<file path="src/tekd_pkg.sv">
`default_nettype none

package tekd_pkg;

  // longest escape sequence that is buffered
  localparam int SEQ_DEPTH = 20;
  localparam int SEQ_CNT_W = $clog2(SEQ_DEPTH + 1);
  // sequence characters after ESC that are compared at fixed places
  localparam int SEQ_HEAD  = 4;

  localparam int KIND_W = 6;
  localparam int CP_W   = 21;

  localparam int FIFO_DEPTH = 4;
  localparam int FIFO_PTR_W = $clog2(FIFO_DEPTH);
  localparam int FIFO_CNT_W = $clog2(FIFO_DEPTH + 1);

  localparam logic [7:0] CH_NUL   = 8'h00;
  localparam logic [7:0] CH_LF    = 8'h0A;
  localparam logic [7:0] CH_ESC   = 8'h1B;
  localparam logic [7:0] CH_DEL   = 8'h7F;
  localparam logic [7:0] CH_O     = 8'h4F;
  localparam logic [7:0] CH_LBRK  = 8'h5B;
  localparam logic [7:0] CH_TILDE = 8'h7E;
  localparam logic [7:0] CH_SEMI  = 8'h3B;
  localparam logic [7:0] CH_LT    = 8'h3C;
  localparam logic [7:0] CH_0     = 8'h30;
  localparam logic [7:0] CH_1     = 8'h31;
  localparam logic [7:0] CH_2     = 8'h32;
  localparam logic [7:0] CH_3     = 8'h33;
  localparam logic [7:0] CH_4     = 8'h34;
  localparam logic [7:0] CH_5     = 8'h35;
  localparam logic [7:0] CH_6     = 8'h36;
  localparam logic [7:0] CH_7     = 8'h37;
  localparam logic [7:0] CH_8     = 8'h38;
  localparam logic [7:0] CH_9     = 8'h39;
  localparam logic [7:0] CH_A     = 8'h41;
  localparam logic [7:0] CH_B     = 8'h42;
  localparam logic [7:0] CH_C     = 8'h43;
  localparam logic [7:0] CH_D     = 8'h44;
  localparam logic [7:0] CH_F     = 8'h46;
  localparam logic [7:0] CH_G     = 8'h47;
  localparam logic [7:0] CH_H     = 8'h48;
  localparam logic [7:0] CH_I     = 8'h49;
  localparam logic [7:0] CH_M     = 8'h4D;
  localparam logic [7:0] CH_P     = 8'h50;
  localparam logic [7:0] CH_S     = 8'h53;
  localparam logic [7:0] CH_Z     = 8'h5A;

  localparam logic [KIND_W-1:0] K_CHAR        = 6'd0;
  localparam logic [KIND_W-1:0] K_ENTER       = 6'd1;
  localparam logic [KIND_W-1:0] K_BACKSPACE   = 6'd2;
  localparam logic [KIND_W-1:0] K_ESCAPE      = 6'd3;
  localparam logic [KIND_W-1:0] K_TIMEOUT     = 6'd4;
  localparam logic [KIND_W-1:0] K_MOUSE       = 6'd5;
  localparam logic [KIND_W-1:0] K_MOUSE_SGR   = 6'd6;
  localparam logic [KIND_W-1:0] K_F1          = 6'd7;
  localparam logic [KIND_W-1:0] K_F5          = 6'd11;
  localparam logic [KIND_W-1:0] K_F6          = 6'd12;
  localparam logic [KIND_W-1:0] K_F7          = 6'd13;
  localparam logic [KIND_W-1:0] K_F8          = 6'd14;
  localparam logic [KIND_W-1:0] K_F9          = 6'd15;
  localparam logic [KIND_W-1:0] K_F10         = 6'd16;
  localparam logic [KIND_W-1:0] K_F11         = 6'd17;
  localparam logic [KIND_W-1:0] K_F12         = 6'd18;
  localparam logic [KIND_W-1:0] K_HOME        = 6'd19;
  localparam logic [KIND_W-1:0] K_END         = 6'd20;
  localparam logic [KIND_W-1:0] K_PGUP        = 6'd21;
  localparam logic [KIND_W-1:0] K_PGDN        = 6'd22;
  localparam logic [KIND_W-1:0] K_DELETE      = 6'd23;
  localparam logic [KIND_W-1:0] K_SHIFT_TAB   = 6'd24;
  localparam logic [KIND_W-1:0] K_PASTE_BEGIN = 6'd25;
  localparam logic [KIND_W-1:0] K_PASTE_END   = 6'd26;
  localparam logic [KIND_W-1:0] K_UP          = 6'd27;
  localparam logic [KIND_W-1:0] K_DOWN        = 6'd28;
  localparam logic [KIND_W-1:0] K_RIGHT       = 6'd29;
  localparam logic [KIND_W-1:0] K_LEFT        = 6'd30;
  localparam logic [KIND_W-1:0] K_NONE        = 6'h3F;

  // modifier offsets applied to the plain arrow codes
  localparam logic [KIND_W-1:0] MOD_SHIFT     = 6'd4;
  localparam logic [KIND_W-1:0] MOD_CTRL      = 6'd8;
  localparam logic [KIND_W-1:0] MOD_ALT       = 6'd12;
  localparam logic [KIND_W-1:0] MOD_ALT_SHIFT = 6'd16;

  typedef enum logic [3:0] {
    U8_ACCEPT = 4'd0,
    U8_TAIL1  = 4'd1,
    U8_TAIL2  = 4'd2,
    U8_TAIL3  = 4'd3,
    U8_E0     = 4'd4,
    U8_ED     = 4'd5,
    U8_F0     = 4'd6,
    U8_F4     = 4'd7
  } utf8_state_t;

  typedef struct packed {
    logic [KIND_W-1:0] kind;
    logic [CP_W-1:0]   cp;
  } key_result_t;

  typedef struct packed {
    logic        last;
    key_result_t res;
  } out_word_t;

  function automatic key_result_t plain_result(input logic [CP_W-1:0] c);
    key_result_t r;
    r.kind = K_CHAR;
    r.cp   = c;
    if (c == CP_W'(CH_LF)) begin
      r.kind = K_ENTER;
      r.cp   = '0;
    end else if (c == CP_W'(CH_DEL)) begin
      r.kind = K_BACKSPACE;
      r.cp   = '0;
    end
    return r;
  endfunction

  function automatic logic [KIND_W-1:0] modified_arrow(input logic [KIND_W-1:0] base,
                                                      input logic [7:0] last);
    logic [KIND_W-1:0] k;
    case (last)
      CH_2:    k = base + MOD_SHIFT;
      CH_5:    k = base + MOD_CTRL;
      CH_3:    k = base + MOD_ALT;
      CH_4:    k = base + MOD_ALT_SHIFT;
      default: k = base;
    endcase
    return k;
  endfunction

  // ESC [ params ~ ; c2..c4 are the characters after ESC [
  function automatic logic [KIND_W-1:0] tilde_key(input logic [SEQ_CNT_W-1:0] cnt,
                                                 input logic [7:0] c2,
                                                 input logic [7:0] c3,
                                                 input logic [7:0] c4);
    logic [KIND_W-1:0] k;
    k = K_NONE;
    if (cnt == SEQ_CNT_W'(3)) begin
      case (c2)
        CH_1:    k = K_HOME;
        CH_3:    k = K_DELETE;
        CH_4:    k = K_END;
        CH_5:    k = K_PGUP;
        CH_6:    k = K_PGDN;
        default: k = K_NONE;
      endcase
    end else if (cnt == SEQ_CNT_W'(5)) begin
      if (c2 == CH_2 && c3 == CH_0 && c4 == CH_0) begin
        k = K_PASTE_BEGIN;
      end else if (c2 == CH_2 && c3 == CH_0 && c4 == CH_1) begin
        k = K_PASTE_END;
      end
    end else if (cnt >= SEQ_CNT_W'(4)) begin
      if (c2 == CH_1) begin
        case (c3)
          CH_5:    k = K_F5;
          CH_7:    k = K_F6;
          CH_8:    k = K_F7;
          CH_9:    k = K_F8;
          default: k = K_NONE;
        endcase
      end else if (c2 == CH_2) begin
        case (c3)
          CH_0:    k = K_F9;
          CH_1:    k = K_F10;
          CH_3:    k = K_F11;
          CH_4:    k = K_F12;
          default: k = K_NONE;
        endcase
      end
    end
    return k;
  endfunction

endpackage

`default_nettype wire

</file>
<file path="src/terminal_escape_key_decoder_unit.sv">
// Path: a word accepted on s_* passes the input register, then is decoded
//   into the result queue that drives m_*.
// Throughput: one input word per cycle while the result queue has room for two
//   keys; a word that yields two keys is absorbed by the four-entry result queue.
// Reset (rst, synchronous): empties the input register and the queue, clears the
//   escape buffer count and returns the UTF-8 decoder to its accept state.
`default_nettype none

module terminal_escape_key_decoder_unit (
  input  wire logic        clk,
  input  wire logic        rst,
  input  wire logic        s_tvalid,
  output logic             s_tready,
  input  wire logic [7:0]  s_tdata,   // [7:0] in_byte
  input  wire logic        s_tuser,   // [0] action (1 = read window expired)
  output logic             m_tvalid,
  input  wire logic        m_tready,
  output logic [23:0]      m_tdata,   // [20:0] codepoint, [23:21] zero
  output logic [5:0]       m_tuser,   // [5:0] key_kind
  output logic             m_tlast    // last_of_run
);

  localparam int KW = tekd_pkg::KIND_W;
  localparam int CW = tekd_pkg::CP_W;
  localparam int NW = tekd_pkg::SEQ_CNT_W;
  localparam int PW = tekd_pkg::FIFO_PTR_W;
  localparam int FW = tekd_pkg::FIFO_CNT_W;

  // input register
  logic       in_valid;
  logic       in_action;
  logic [7:0] in_byte;

  // decoder state
  logic [NW-1:0]         seq_count;
  logic [7:0]            seq_last;
  logic [7:0]            seq_head [tekd_pkg::SEQ_HEAD];
  tekd_pkg::utf8_state_t u8_state;
  logic [CW-1:0]         u8_part;

  // result queue
  tekd_pkg::out_word_t fifo [tekd_pkg::FIFO_DEPTH];
  logic [PW-1:0]       wr_ptr;
  logic [PW-1:0]       rd_ptr;
  logic [FW-1:0]       fcount;

  logic proc;
  logic pop;
  logic ev_timeout;

  assign proc       = in_valid && (fcount <= FW'(tekd_pkg::FIFO_DEPTH - 2));
  assign s_tready   = !in_valid || proc;
  assign ev_timeout = in_action || (in_byte == tekd_pkg::CH_NUL);

  always_ff @(posedge clk) begin
    if (rst) begin
      in_valid <= 1'b0;
    end else if (s_tready) begin
      in_valid <= s_tvalid;
    end
  end

  always_ff @(posedge clk) begin
    if (s_tvalid && s_tready) begin
      in_action <= s_tuser;
      in_byte   <= s_tdata;
    end
  end

  // ---------------- UTF-8 decode ----------------
  logic [7:0]            u8_lo;
  logic [7:0]            u8_hi;
  tekd_pkg::utf8_state_t u8_after;
  logic                  u8_lead;
  logic [CW-1:0]         u8_shift;
  tekd_pkg::utf8_state_t u8_state_next;
  logic [CW-1:0]         u8_part_next;
  logic                  cp_ok;
  logic [CW-1:0]         cp_val;

  assign u8_lead  = (u8_state == tekd_pkg::U8_ACCEPT);
  assign u8_shift = {u8_part[CW-7:0], in_byte[5:0]};

  // continuation byte window and the state that follows it
  always_comb begin
    u8_lo    = 8'h80;
    u8_hi    = 8'hBF;
    u8_after = tekd_pkg::U8_ACCEPT;
    case (u8_state)
      tekd_pkg::U8_TAIL1: u8_after = tekd_pkg::U8_ACCEPT;
      tekd_pkg::U8_TAIL2: u8_after = tekd_pkg::U8_TAIL1;
      tekd_pkg::U8_TAIL3: u8_after = tekd_pkg::U8_TAIL2;
      tekd_pkg::U8_E0: begin
        u8_lo    = 8'hA0;
        u8_after = tekd_pkg::U8_TAIL1;
      end
      tekd_pkg::U8_ED: begin
        u8_hi    = 8'h9F;
        u8_after = tekd_pkg::U8_TAIL1;
      end
      tekd_pkg::U8_F0: begin
        u8_lo    = 8'h90;
        u8_after = tekd_pkg::U8_TAIL2;
      end
      tekd_pkg::U8_F4: begin
        u8_hi    = 8'h8F;
        u8_after = tekd_pkg::U8_TAIL2;
      end
      default: u8_after = tekd_pkg::U8_ACCEPT;
    endcase
  end

  // next state
  always_comb begin
    u8_state_next = tekd_pkg::U8_ACCEPT;
    u8_part_next  = '0;
    if (u8_lead) begin
      if (in_byte inside {[8'hC2:8'hDF]}) begin
        u8_state_next = tekd_pkg::U8_TAIL1;
        u8_part_next  = CW'(in_byte[4:0]);
      end else if (in_byte inside {[8'hE0:8'hEF]}) begin
        u8_state_next = (in_byte == 8'hE0) ? tekd_pkg::U8_E0 :
                        (in_byte == 8'hED) ? tekd_pkg::U8_ED : tekd_pkg::U8_TAIL2;
        u8_part_next  = CW'(in_byte[3:0]);
      end else if (in_byte inside {[8'hF0:8'hF4]}) begin
        u8_state_next = (in_byte == 8'hF0) ? tekd_pkg::U8_F0 :
                        (in_byte == 8'hF4) ? tekd_pkg::U8_F4 : tekd_pkg::U8_TAIL3;
        u8_part_next  = CW'(in_byte[2:0]);
      end
    end else if (in_byte >= u8_lo && in_byte <= u8_hi) begin
      u8_state_next = u8_after;
      u8_part_next  = (u8_after == tekd_pkg::U8_ACCEPT) ? '0 : u8_shift;
    end
  end

  // decoded character
  always_comb begin
    cp_ok  = 1'b0;
    cp_val = CW'(in_byte);
    if (u8_lead) begin
      cp_ok = !in_byte[7];
    end else if (in_byte >= u8_lo && in_byte <= u8_hi &&
                 u8_after == tekd_pkg::U8_ACCEPT) begin
      cp_ok  = 1'b1;
      cp_val = u8_shift;
    end
  end

  // ---------------- escape sequence parser ----------------
  logic       c_ascii;
  logic [7:0] c8;
  logic       c_esc;
  logic [NW-1:0] cnt_m1;

  assign c8      = cp_val[7:0];
  assign c_ascii = (cp_val[CW-1:8] == '0);
  assign c_esc   = c_ascii && (c8 == tekd_pkg::CH_ESC);
  assign cnt_m1  = seq_count - NW'(1);

  logic [1:0]            hc_n;
  tekd_pkg::key_result_t hc_r0;
  tekd_pkg::key_result_t hc_r1;
  logic [NW-1:0]         cnt_next;
  logic [7:0]            last_next;
  logic                  hw_en;
  logic [1:0]            hw_idx;
  logic [7:0]            hw_dat;
  logic                  do_app;
  logic [KW-1:0]         fin_kind;

  // final character of ESC [
  always_comb begin
    fin_kind = tekd_pkg::K_NONE;
    if (c_ascii) begin
      case (c8)
        tekd_pkg::CH_M:     fin_kind = tekd_pkg::K_MOUSE;
        tekd_pkg::CH_LT:    fin_kind = tekd_pkg::K_MOUSE_SGR;
        tekd_pkg::CH_A:     fin_kind = tekd_pkg::modified_arrow(tekd_pkg::K_UP, seq_last);
        tekd_pkg::CH_B:     fin_kind = tekd_pkg::modified_arrow(tekd_pkg::K_DOWN, seq_last);
        tekd_pkg::CH_C:     fin_kind = tekd_pkg::modified_arrow(tekd_pkg::K_RIGHT, seq_last);
        tekd_pkg::CH_D:     fin_kind = tekd_pkg::modified_arrow(tekd_pkg::K_LEFT, seq_last);
        tekd_pkg::CH_H:     fin_kind = tekd_pkg::K_HOME;
        tekd_pkg::CH_F:     fin_kind = tekd_pkg::K_END;
        tekd_pkg::CH_I:     fin_kind = tekd_pkg::K_PGUP;
        tekd_pkg::CH_G:     fin_kind = tekd_pkg::K_PGDN;
        tekd_pkg::CH_Z:     fin_kind = tekd_pkg::K_SHIFT_TAB;
        tekd_pkg::CH_TILDE: fin_kind = tekd_pkg::tilde_key(seq_count, seq_head[1],
                                                           seq_head[2], seq_head[3]);
        default:            fin_kind = tekd_pkg::K_NONE;
      endcase
    end
  end

  always_comb begin
    hc_n      = 2'd0;
    hc_r0     = '0;
    hc_r1     = '0;
    cnt_next  = seq_count;
    last_next = seq_last;
    hw_en     = 1'b0;
    hw_idx    = 2'd0;
    hw_dat    = c8;
    do_app    = 1'b0;
    if (seq_count == '0) begin
      if (c_esc) begin
        cnt_next  = NW'(1);
        last_next = tekd_pkg::CH_ESC;
      end else begin
        hc_n  = 2'd1;
        hc_r0 = tekd_pkg::plain_result(cp_val);
      end
    end else if (seq_last == tekd_pkg::CH_ESC && c_esc) begin
      // second ESC reports the first and opens a new sequence
      cnt_next   = NW'(1);
      last_next  = tekd_pkg::CH_ESC;
      hc_n       = 2'd1;
      hc_r0.kind = tekd_pkg::K_ESCAPE;
    end else if (c_ascii && c8 == tekd_pkg::CH_O) begin
      do_app = 1'b1;
    end else if (seq_count >= NW'(2) && seq_head[0] == tekd_pkg::CH_O) begin
      cnt_next = '0;
      if (c_ascii && c8 >= tekd_pkg::CH_P && c8 <= tekd_pkg::CH_S) begin
        hc_n       = 2'd1;
        hc_r0.kind = tekd_pkg::K_F1 + KW'(c8 - tekd_pkg::CH_P);
      end
    end else if (seq_last == tekd_pkg::CH_ESC) begin
      if (!(c_ascii && c8 == tekd_pkg::CH_LBRK)) begin
        // ESC then an ordinary char: escape, then the char itself
        cnt_next   = '0;
        hc_n       = 2'd2;
        hc_r0.kind = tekd_pkg::K_ESCAPE;
        hc_r1      = tekd_pkg::plain_result(cp_val);
      end else begin
        cnt_next  = NW'(2);
        last_next = tekd_pkg::CH_LBRK;
        hw_en     = 1'b1;
        hw_idx    = 2'd0;
        hw_dat    = tekd_pkg::CH_LBRK;
      end
    end else if (seq_count >= NW'(2) && seq_head[0] == tekd_pkg::CH_LBRK) begin
      if (c_ascii && ((c8 >= tekd_pkg::CH_0 && c8 <= tekd_pkg::CH_9) ||
                      c8 == tekd_pkg::CH_SEMI)) begin
        do_app = 1'b1;
      end else begin
        cnt_next = '0;
        if (fin_kind != tekd_pkg::K_NONE) begin
          hc_n       = 2'd1;
          hc_r0.kind = fin_kind;
        end
      end
    end else begin
      cnt_next = '0;
    end

    if (do_app) begin
      if (seq_count < NW'(tekd_pkg::SEQ_DEPTH)) begin
        cnt_next  = seq_count + NW'(1);
        last_next = c8;
        if (seq_count <= NW'(tekd_pkg::SEQ_HEAD)) begin
          hw_en  = 1'b1;
          hw_idx = cnt_m1[1:0];
        end
      end else begin
        cnt_next = '0;  // overflow drops the sequence
      end
    end
  end

  // ---------------- results of this word ----------------
  logic [1:0]          res_n;
  tekd_pkg::out_word_t res0;
  tekd_pkg::out_word_t res1;

  always_comb begin
    res_n = 2'd0;
    res0  = '0;
    res1  = '0;
    if (ev_timeout) begin
      res_n         = 2'd1;
      res0.res.kind = (in_action && seq_count != '0 && seq_last == tekd_pkg::CH_ESC) ?
                      tekd_pkg::K_ESCAPE : tekd_pkg::K_TIMEOUT;
    end else if (cp_ok) begin
      res_n    = hc_n;
      res0.res = hc_r0;
      res1.res = hc_r1;
    end
    res0.last = (res_n == 2'd1);
    res1.last = 1'b1;
  end

  always_ff @(posedge clk) begin
    if (rst) begin
      seq_count <= '0;
      u8_state  <= tekd_pkg::U8_ACCEPT;
      u8_part   <= '0;
    end else if (proc) begin
      if (ev_timeout) begin
        seq_count <= '0;
        u8_state  <= tekd_pkg::U8_ACCEPT;
        u8_part   <= '0;
      end else begin
        u8_state <= u8_state_next;
        u8_part  <= u8_part_next;
        if (cp_ok) begin
          seq_count <= cnt_next;
        end
      end
    end
  end

  always_ff @(posedge clk) begin
    if (proc && !ev_timeout && cp_ok) begin
      seq_last <= last_next;
      if (hw_en) begin
        seq_head[hw_idx] <= hw_dat;
      end
    end
  end

  // ---------------- result queue ----------------
  assign pop      = m_tvalid && m_tready;
  assign m_tvalid = (fcount != '0);
  assign m_tdata  = {3'b0, fifo[rd_ptr].res.cp};
  assign m_tuser  = fifo[rd_ptr].res.kind;
  assign m_tlast  = fifo[rd_ptr].last;

  always_ff @(posedge clk) begin
    if (proc && res_n != 2'd0) begin
      fifo[wr_ptr] <= res0;
    end
    if (proc && res_n == 2'd2) begin
      fifo[wr_ptr + PW'(1)] <= res1;
    end
  end

  always_ff @(posedge clk) begin
    if (rst) begin
      wr_ptr <= '0;
      rd_ptr <= '0;
      fcount <= '0;
    end else begin
      if (proc) begin
        wr_ptr <= wr_ptr + PW'(res_n);
      end
      if (pop) begin
        rd_ptr <= rd_ptr + PW'(1);
      end
      fcount <= fcount + (proc ? FW'(res_n) : FW'(0)) - (pop ? FW'(1) : FW'(0));
    end
  end

  // ---------------- checks ----------------
  a_fifo_bound: assert property (@(posedge clk) disable iff (rst)
    fcount <= FW'(tekd_pkg::FIFO_DEPTH))
    else $error("result queue overfilled");

  a_seq_bound: assert property (@(posedge clk) disable iff (rst)
    seq_count <= NW'(tekd_pkg::SEQ_DEPTH))
    else $error("escape buffer count beyond depth");

  a_pair_escape: assert property (@(posedge clk) disable iff (rst)
    proc && res_n == 2'd2 |-> res0.res.kind == tekd_pkg::K_ESCAPE && !res0.last)
    else $error("two-key word must start with a non-final escape");

  a_timeout_clear: assert property (@(posedge clk) disable iff (rst)
    proc && ev_timeout |=> seq_count == '0 && u8_state == tekd_pkg::U8_ACCEPT)
    else $error("timeout did not clear decoder state");

endmodule

`default_nettype wire

</file>
<file path="config.mk">
export PLATFORM = sky130hd
export DESIGN_NAME = terminal_escape_key_decoder_unit
export DESIGN_NICKNAME = d
export VERILOG_FILES = /design/src/tekd_pkg.sv /design/src/terminal_escape_key_decoder_unit.sv
export SDC_FILE = /design/constraint.sdc
export NUM_CORES = 1
export LEC_CHECK = 0
export BUFFER_PORTS_ARGS = -buffer_cell sky130_fd_sc_hd__buf_2
export CAP_MARGIN = 30
export CORE_ASPECT_RATIO = 1.2
export CORE_MARGIN = 5
export CORE_UTILIZATION = 45
export CTS_CLUSTER_DIAMETER = 100
export CTS_CLUSTER_SIZE = 25
export DETAILED_ROUTE_END_ITERATION = 8
export PLACE_DENSITY_LB_ADDON = 0.2
export SLEW_MARGIN = 0
export SYNTH_ARGS = -nofsm -noshare
export SYNTH_HDL_FRONTEND = slang
export SYNTH_SLANG_ARGS = --single-unit
</file>
<file path="constraint.sdc">
create_clock -name clk -period 6.3 [get_ports clk]
set_clock_uncertainty 0.1 [all_clocks]
set_input_delay 1.26 -clock clk [delete_from_list [all_inputs] [get_ports clk]]
set_output_delay 1.26 -clock clk [all_outputs]
set_load 0.02 [all_outputs]
</file>
==> run metrics, run 1 <==
status finished, final reports clean; IO Pins 46; Final Non-Filler Cells approximately 1300; # rows 60; Mean Syn Cell Area approximately 11 um^2; Final nets between 1000 and 1500; Vias/cell slightly above 6; Max Cap Violations 0; Worst-Margin Slew between 800 and 900 ps; RePlAce Congestion approximately 1.0; CTS resizes 0; IO Port Bufs 42; fin. max-slew vios 0; Synth Register Bits 194; clock sinks a little under 200; wirelength, routed approximately 27 mm; post-synthesis sequential area ratio 0.516; Worst slew margin 0.423; initial DRC count around 800; vias 7789; ys async rst share 0; CTS hold repair buffers 0; worst path arrival time approximately 5500 ps; EDFF count, synth 141; Detail Placement HPWL 19.0 mm; Worst-path clk slew 80 ps; Reg2Reg Depth 20; area delta synth->final 10.2%; Mapped Cells around 960; Hold EP fifo[1][24]; Cells after DPL 1242; CP Launch Type flop; maximum fanout along the worst path 9; Crit-path slowest cell a222oi_1; routed len/inst 21.1 um; dominant cells by area after synthesis edfxtp_1, dfxtp_1, mux4_2; YS warnings 0; Num CTS Buffers 17; CP Capture Type flop; CP top delay family compound AO/OA/AOI/OAI gates; Min Hold Slack 359 ps; Critical Path RT 6500 ps; Global Route Usage Sum 0.207; CTS tree yes; CP peak stage delay a little over 800 ps; reg2reg start u8_state[0]; hold path cells 2; peak supply drop 0.193 mV; Initial Util 0.457; Final ANT Viol Nets 0; CP Depth 20; Ant. Diodes 0; H-tree depth 4; leakage between 3 and 4 nW; die height 175 um; commonest non-fill, non-tap cells in the layout nor2_1, edfxtp_1, nand2_1; RSZ-0062 raised after global routing no; Clock Tree Root clkbuf_16; number of global-route vias before repair 7458; Power per Cell Area about 290 nW/um^2; Max Fclk ~0.19 GHz; Final min period 5240 ps; worst hold path class reg2reg; Die Area 25900 um^2; drt first pass iters 5; sequence of cells on the critical path nor2_1, nand2_1, ha_1, nor2b_1, o31ai_1, a2111oi_4, a222oi_1, o311ai_1, nand4bb_1, o221a_4, a21oi_1, o21ai_0, ha_1, inv_1, ha_1, inv_1, fa_1, xnor2_1, xnor2_1, nor2_1; Netlist cell types 92; cell area after synthesis 10300 um^2; worst-skew pair later-pin latency 440 ps; reg2reg setup slack 1060 ps; Final Hold Fails 0; largest net degree at the start of global routing 32; Yosys top cell area share 0.412; critical setup path kind reg2reg; CTS max path bufs 2; first-pass GRT wire length 42.0 mm; initial antenna violation count 0; GR Overflow Total 0; Die X approximately 150 um; # DRC 0; pre-CTS setup slack approximately 1100 ps; reg2reg end fcount[2]; final setup fails 0; Crit path top cell by count ha_1; CP Buf/Inv Count 2; setup bufs post-CTS 0; setup ws final 1060 ps; predominant post-synthesis flop cell edfxtp_1; Core Footprint 22400 um^2; post-synth top area cell edfxtp_1; most common cell after layout, fill and taps aside nor2_1; fin crit share 0.832; Setup Total Neg Slack 0 ps; layout cells sized above 1 0.155; hold path startpoint fifo[1][24]
-- metal layers --
metal	GRT usage	vias up	share of wire	wire [um]
met1	0.271	3813	0.43	11500
met3	0.0379	62	0.055	1480
met5	0	-	0	0
li1	-	3658	-	-
met2	0.342	256	0.49	13100
met4	0.0805	0	0.032	849
-- Yosys cell counts, drive strengths merged, types with 4 or more instances --
master,n
nand2,87
nor3,22
a32oi,5
nor2,160
clkbuf,37
a22oi,13
or2,12
nand4,11
mux2i,13
buf,22
a21o,4
o21ai,35
o22ai,13
nand2b,9
nor2b,16
nor4,10
a31oi,12
a22o,5
o2111a,4
or3,8
mux4,28
a221oi,4
ha,16
nand3,14
nand3b,6
a211oi,7
dfxtp,53
a2111oi,6
xnor2,4
and2,11
and3,9
inv,19
a21oi,47
edfxtp,141
o211ai,10
xor2,4
o21a,6
a211o,7
nor3b,6
-- metrics by stage --
| step | utilization | total power [W] | instance area (um^2) |
|---|---|---|---|
| 6_report | 0.504 | 0.00323 | 11300 |
| 5_1_grt | 0.504 | 0.00336 | 11300 |
| 4_1_cts | 0.504 | 0.00326 | 11300 |
| 3_5_place_dp | 0.476 | 0.00213 | 10700 |
| 3_3_place_gp | 0.476 | 0.00212 | 10700 |
| 2_1_floorplan | - | 0.00194 | 10300 |
-- kinds of logic (layout without fill, tap and decap cells) --
kind of cell    Yosys count  after routing  synth area share
simple gates            401            401             0.192
compound gates          218            218             0.153
flops                   194            194             0.516
buf+inv                  78            112            0.0355
mux                      42             42            0.0752
fa+ha+maj                17             17            0.0215
xor+xnor                  8              8           0.00683
other cells               1              3          0.000365
-- cell type report --
cell class,instances,area [um^2]
multi-input combinational,689,4610
inverter,19,71.3
tap,279,349
fill,2030,11100
timing repair buffer,61,353
clock inverter,15,208
sequential,194,5300
clock buffer,17,425
-- power by group --
group / internal (W) / leakage, nW / switching, W
Sequential: 0.00142 / 1.74 / 0.0000401
Combinational: 0.000248 / 1.83 / 0.000382
Clock: 0.000581 / 0.305 / 0.000554
Total: 0.00225 / 3.87 / 0.000977
-- state kept, by name (all words and copies together), names as in the netlist, named ones only --
signal	cells
fcount	3
fifo	112
in_action	1
in_byte	8
in_valid	1
rd_ptr	2
seq_count	5
seq_head	32
seq_last	8
u8_part	15
u8_state	3
wr_ptr	2
-- worst max path at each step --
| stage | from | end |
|---|---|---|
| 5_1_grt | in_byte[1] | fcount[2] |
| 3_3_place_gp | in_byte[0] | fcount[2] |
| 3_5_place_dp | u8_state[0] | fcount[2] |
| 4_1_cts | u8_state[0] | fcount[2] |
| 6_report | u8_state[0] | fcount[2] |
| 2_1_floorplan | u8_state[0] | fcount[2] |
-- worst register-to-register path: stages (launching register included) --
cell	delay (ps)
dfxtp_1	390
nor2_1	120
nand2_1	60
ha_1	320
nor2b_1	160
o31ai_1	520
a2111oi_4	250
a222oi_1	830
o311ai_1	250
nand4bb_1	330
o221a_4	200
a21oi_1	170
o21ai_0	120
ha_1	310
inv_1	60
ha_1	130
inv_1	50
fa_1	370
xnor2_1	180
xnor2_1	140
nor2_1	50
No activity file was read; power rests on OpenSTA's default activity.
==> inputs of run 2 (changes only) <==
==> constraint.sdc (replaced) <==
create_clock -name clk -period 4.5 [get_ports clk]
set_clock_uncertainty 0.1 [all_clocks]
set_input_delay 0.9 -clock clk [delete_from_list [all_inputs] [get_ports clk]]
set_output_delay 0.9 -clock clk [all_outputs]
set_load 0.02 [all_outputs]
==> run 2 against run 1 <==
- first-iteration DRC count down 12%
- combinational power is 50% higher
- setup slack worse by 1000 ps
- largest cell class unchanged
- die area unchanged
- sequential power increased by 42%
- clock power grew 40%
- cell count increased by 5.3%
- count of clock-buffer cells in the layout unchanged
- hold slack lost 1.5 ps
==> run metrics, run 2 (synthesis results as in run 1) <==
status finished, final reports clean; area delta synth->final 18.0%; Final Hold Fails 0 (unchanged); Critical Path RT 4700 ps (-1800 ps); peak supply drop 0.270 mV (+40%); number of global-route vias before repair 7892 (+5.8%); CTS tree yes; vias 7977 (+2.4%); FILL cells 1956 (-3.6%); first-pass GRT wire length 43.8 mm (+4.1%); Crit path top cell by count o21ai_2; internal power 0.00322 W (+43%); Largest Register fifo; Power per Cell Area 381 nW/um^2 (+33%); Worst-Margin Slew 948 ps (+82.5 ps); Reg2Reg Depth 20 (unchanged); commonest non-fill, non-tap cells in the layout nor2_1, edfxtp_1, nand2_1; Clock Tree Root clkbuf_16; Detail Placement HPWL 19.5 mm (+2.4%); GR Overflow Total 0 (unchanged); fin. max-slew vios 0 (unchanged); Worst slew margin 0.368 (-0.0550); maximum fanout along the worst path 5 (-4); Final ANT Viol Nets 0 (unchanged); Final Non-Filler Cells 1342 (+5.3%); NetSw 0.00139 W (+43%); Core Footprint 22400 um^2 (unchanged); fin crit share 0.997 (+0.165); final instance area 12100 um^2 (+7.1%); Global Route Usage Sum 0.215 (+0.00809); RSZ-0062 raised after global routing yes; CP Buf/Inv Count 4 (+2); drt first pass iters 5 (unchanged); combinational power share 0.205 (+0.010); CP Capture Type flop; # rows 60 (unchanged); Num CTS Buffers 17 (unchanged); leakage 4.25 nW (+9.8%); Crit-path slowest cell a2111oi_4; initial DRC count 683 (-12%); clock group share of total power 0.347 (-0.005); top flop regs fifo: 112 flops, seq_head: 32 flops, u8_part: 15 flops; sequential group share of total power 0.448 (-0.005); final setup fails 0 (unchanged); RePlAce Congestion 1.01 (-1.8%); crit path launch u8_state[2]; layout cells sized above 1 0.233 (+0.0785); IO Port Bufs 42 (unchanged); largest net degree at the start of global routing 32 (unchanged); sequence of cells on the critical path buf_4, and3_4, ha_4, nand4_4, a2111oi_4, clkbuf_16, nand3_4, a211oi_4, o21ai_2, o221a_4, a21oi_4, o21ai_2, ha_1, inv_1, ha_2, inv_2, fa_2, xnor2_2, xnor2_1, nor2_1; routed len/inst 20.6 um (-2.5%); # DRC 0 (unchanged); wirelength, routed 27.7 mm (+2.7%); CTS hold repair buffers 0 (unchanged); Final nets 1080 (+6.7%); CP top delay family compound AO/OA/AOI/OAI gates; initial antenna violation count 0 (unchanged); Sw Share 0.302 (-0.000666); Power, Total 0.00461 W (+43%); Worst-path clk slew 80 ps (about the same); Max Fclk 0.223 GHz (+17%); Final min period 4490 ps (-755 ps); most common cell after layout, fill and taps aside nor2_1; max reg flops 112 (unchanged); Die X 148 um (unchanged); CP Depth 20 (unchanged); dpl cell area 11200 um^2 (+4.4%); worst-skew pair later-pin latency 440 ps (about the same); H-tree depth 4 (unchanged); Die Area 25900 um^2 (unchanged); die height 175 um (unchanged); Initial Util 0.457 (unchanged); Max Cap Violations 0 (unchanged); worst hold path class reg2reg; reg2reg start u8_state[2]; clock sinks 194 (unchanged); Vias/cell 5.94 (-2.8%); worst path arrival time 4690 ps (-760 ps); Cells after DPL 1294 (+4.2%); hold path cells 2 (unchanged); CP Launch Type flop; Ant. Diodes 0 (unchanged); hold path startpoint fifo[2][24]; critical setup path kind reg2reg; CP peak stage delay 550 ps (-280 ps); CTS max path bufs 2 (unchanged); IO Pins 46 (unchanged)
[run 2: cell count changes in the layout (fill, tap and decap cells not counted), sizes merged]
cell    previous run  this run
buf               61       127
clkbuf            17        18
bufbuf             0         1
[run 2: worst min-delay path: stages, from the launching register on]
cell     delay (ps)
dfxtp_1         310
nand2_1          50
mux2i_1          50
[run 2: path summary, 6_finish.rpt]
check                              endpoint  slack, ps
worst max register to register    fcount[2]         10
worst min register to register  fifo[2][24]        360
worst min-delay path            fifo[2][24]        360
worst max-delay path              fcount[2]         10
[run 2: final cells by class]
type,count,area (um^2),share of cell area
flip-flops and latches,194,5300,0.438
multi-input cells,689,4790,0.395
repair buffers,129,976,0.0806
clock buffers,17,425,0.0351
well taps,279,349,0.0288
clock inverters,15,205,0.0169
inverters,19,71.3,0.00589
[run 2: per-stage QoR]
step / hold WS (ps) / TNS [ps] / util / setup slack (ps)
5_1_grt: 386 / -107 / 0.540 / -107
6_report: 358 / 0 / 0.540 / 12.5
3_5_place_dp: 350 / -314 / 0.497 / -274
2_1_floorplan: 335 / 0 / - / 38.3
3_3_place_gp: 343 / -195 / 0.496 / -195
4_1_cts: 360 / 0 / 0.529 / 6.80
[run 2: power groups by stage]
stage / combinational [W] / clock, W / sequential, W
2_1_floorplan: 0.000659 / 0 / 0.00206
3_3_place_gp: 0.000861 / 0 / 0.00214
3_5_place_dp: 0.000916 / 0 / 0.00211
4_1_cts: 0.000923 / 0.00163 / 0.00207
5_1_grt: 0.00102 / 0.00172 / 0.00208
6_report: 0.000944 / 0.00160 / 0.00207
[run 2: repair_timing]
item                       in CTS  in global routing
hold endpoints to repair        0                  0
buffers inserted                6                  9
pin swaps                       3                 16
setup endpoints to repair       2                  2
resized for setup               5                 32
gates cloned                    1                  0
[run 2: layer usage]
layer / track usage / routed length, um / vias to the layer above
met5: 0 / 0 / -
met2: 0.366 / 13900 / 267
met1: 0.278 / 11600 / 3847
met3: 0.0333 / 1390 / 58
li1: - / - / 3805
met4: 0.0797 / 782 / 0
==> inputs of run 3 (changes only) <==
--- a/config.mk
+++ b/config.mk
@@ -5,7 +5,6 @@
 export SDC_FILE = /design/constraint.sdc
 export NUM_CORES = 1
 export LEC_CHECK = 0
-export BUFFER_PORTS_ARGS = -buffer_cell sky130_fd_sc_hd__buf_2
 export CAP_MARGIN = 30
 export CORE_ASPECT_RATIO = 1.2
 export CORE_MARGIN = 5
@@ -13,6 +12,7 @@
 export CTS_CLUSTER_DIAMETER = 100
 export CTS_CLUSTER_SIZE = 25
 export DETAILED_ROUTE_END_ITERATION = 8
+export DONT_BUFFER_PORTS = 1
 export PLACE_DENSITY_LB_ADDON = 0.2
 export SLEW_MARGIN = 0
 export SYNTH_ARGS = -nofsm -noshare
==> run 3 against run 2 <==
- sequential share of layout area is 1.6 points higher
- global-route usage decreased by 0.40 points
- register-to-register slack better by 150 ps
- non-clock buffer count shrank 53
- cell count down 3.9%
- wire length shrank 0.68%
- sequential power barely moved
- critical endpoint unchanged
==> run metrics, run 3 (synthesis results as in run 1) <==
CTS max path bufs 2 (unchanged); Die Area 25900 um^2 (unchanged); Die X 148 um (unchanged); storage element area 5300 um^2 (about the same); clock sinks 194 (unchanged); leakage 4.02 nW (-5.5%); largest net degree at the start of global routing 32 (unchanged); first-pass GRT wire length 42.7 mm (-2.3%); wirelength, routed 27.5 mm (-0.68%); multi-input logic area 4660 um^2 (-2.6%); RePlAce Congestion 0.983 (-2.6%); # rows 60 (unchanged); critical setup path kind reg2reg; Final ANT Viol Nets 0 (unchanged); layout cells sized above 1 0.175 (-0.0581); CTS hold repair buffers 0 (unchanged); vias 7829 (-1.9%); Detail Placement HPWL 19.7 mm (+1.3%); worst-skew pair later-pin latency 450 ps (about the same); Final Non-Filler Cells 1289 (-3.9%); Largest Register fifo; Worst-path clk slew 80 ps (about the same); Max Fclk 0.231 GHz (+3.5%); commonest non-fill, non-tap cells in the layout nor2_1, edfxtp_1, nand2_1; Global Route Usage Sum 0.211 (-0.00398); CTS tree yes; peak supply drop 0.263 mV (-2.7%); Worst-Margin Slew 930 ps (-18.0 ps); routed len/inst 21.3 um (+3.4%); IO Pins 46 (unchanged); drt first pass iters 5 (unchanged); Power, Total 0.00455 W (-1.4%); number of global-route vias before repair 7710 (-2.3%); worst path arrival time 4580 ps (-110 ps); CP Launch Type flop; Initial Util 0.457 (unchanged); reg2reg start u8_state[0]; hold path startpoint fifo[2][26]; Setup Total Neg Slack 0 ps (unchanged); Ant. Diodes 0 (unchanged); IO Port Bufs 0 (-100%); Final min period 4330 ps (-154 ps); maximum fanout along the worst path 5 (unchanged); Final Util 0.520 (-0.0194); Cells after DPL 1254 (-3.1%); H-tree depth 4 (unchanged); Vias/cell 6.07 (+2.2%); area delta synth->final 13.8%; CP Capture Type flop; Num CTS Buffers 17 (unchanged); final setup fails 0 (unchanged); Max Cap Violations 0 (unchanged); Clock Tree Root clkbuf_16; Power per Cell Area 389 nW/um^2 (+2.3%); initial antenna violation count 0 (unchanged); Critical Path RT 4740 ps (+40 ps); fin crit share 0.963 (-0.0341); most common cell after layout, fill and taps aside nor2_1; top flop regs fifo: 112 flops, seq_head: 32 flops, u8_part: 15 flops; GR Overflow Total 0 (unchanged); worst hold path class reg2reg; crit path launch u8_state[0]; RSZ-0062 raised after global routing yes; Worst slew margin 0.380 (+0.0120); initial DRC count 599 (-12%); # DRC 0 (unchanged); die height 175 um (unchanged); fin. max-slew vios 0 (unchanged); FILL cells 1961 (+0.26%); max reg flops 112 (unchanged); Final nets 1027 (-4.9%); Core Footprint 22400 um^2 (unchanged); status finished, final reports clean; Final Hold Fails 0 (unchanged)
==> run 3: path summary, 6_finish.rpt <==
kind | endpoint | slack [ps] | cells past startpoint
max | fcount[2] | 170 | 22
min | fifo[2][26] | 360 | 2
max reg2reg | fcount[2] | 170 | 22
min reg2reg | fifo[2][26] | 360 | 2
==> run 3: repair_timing <==
action | 4_1_cts | 5_1_grt
gates resized for setup | 0 | 13
setup endpoints to repair | 1 | 35
pin swaps | 1 | 2
buffers inserted | 1 | 2
hold endpoints to repair | 0 | 0
==> run 3: stage by stage <==
| step | cell area [um^2] | hold WS [ps] | setup WS, ps |
|---|---|---|---|
| after floorplan | 10300 | 335 | 38.3 |
| after global placement | 10900 | 345 | -15.0 |
| after detailed placement | 11000 | 354 | -104 |
| after global routing | 11700 | 384 | -109 |
| after CTS | 11600 | 366 | 34.0 |
| final | 11700 | 361 | 166 |
==> run 3: worst max-delay path, cell delays in order, from the launching register on <==
cell	delay [ps]
dfxtp_1	340
nor2_1	110
nand2_1	60
ha_1	290
nor2b_2	180
o31ai_4	290
a2111oi_4	110
buf_4	170
a222oi_1	350
buf_4	200
o311ai_1	110
nand4bb_1	260
o221a_4	150
a21oi_1	160
o21ai_0	100
ha_1	300
inv_1	50
ha_1	130
inv_1	50
fa_1	370
xnor2_1	170
xnor2_1	130
nor2_1	50
==> run 3: area by class of cell <==
cell class,count,share of cell area
clock buffers,17,0.0364
clock inverters,15,0.0186
inverters,19,0.00611
multi-input cells,689,0.399
flip-flops and latches,194,0.454
well taps,279,0.0299
repair buffers,76,0.0562
==> run 3: per-layer routing <==
metal,up-vias,GRT usage,share of wire
met5,-,0,0
met4,0,0.0893,0.036
met3,65,0.0385,0.049
met2,250,0.356,0.50
met1,3823,0.267,0.42
li1,3691,-,-
==> run 3: where the power goes <==
part / internal [W] / switching, W / total, W
Combinational: 0.000340 / 0.000495 / 0.000835
Clock: 0.000824 / 0.000819 / 0.00164
Sequential: 0.00199 / 0.0000795 / 0.00207
Total: 0.00315 / 0.00139 / 0.00455
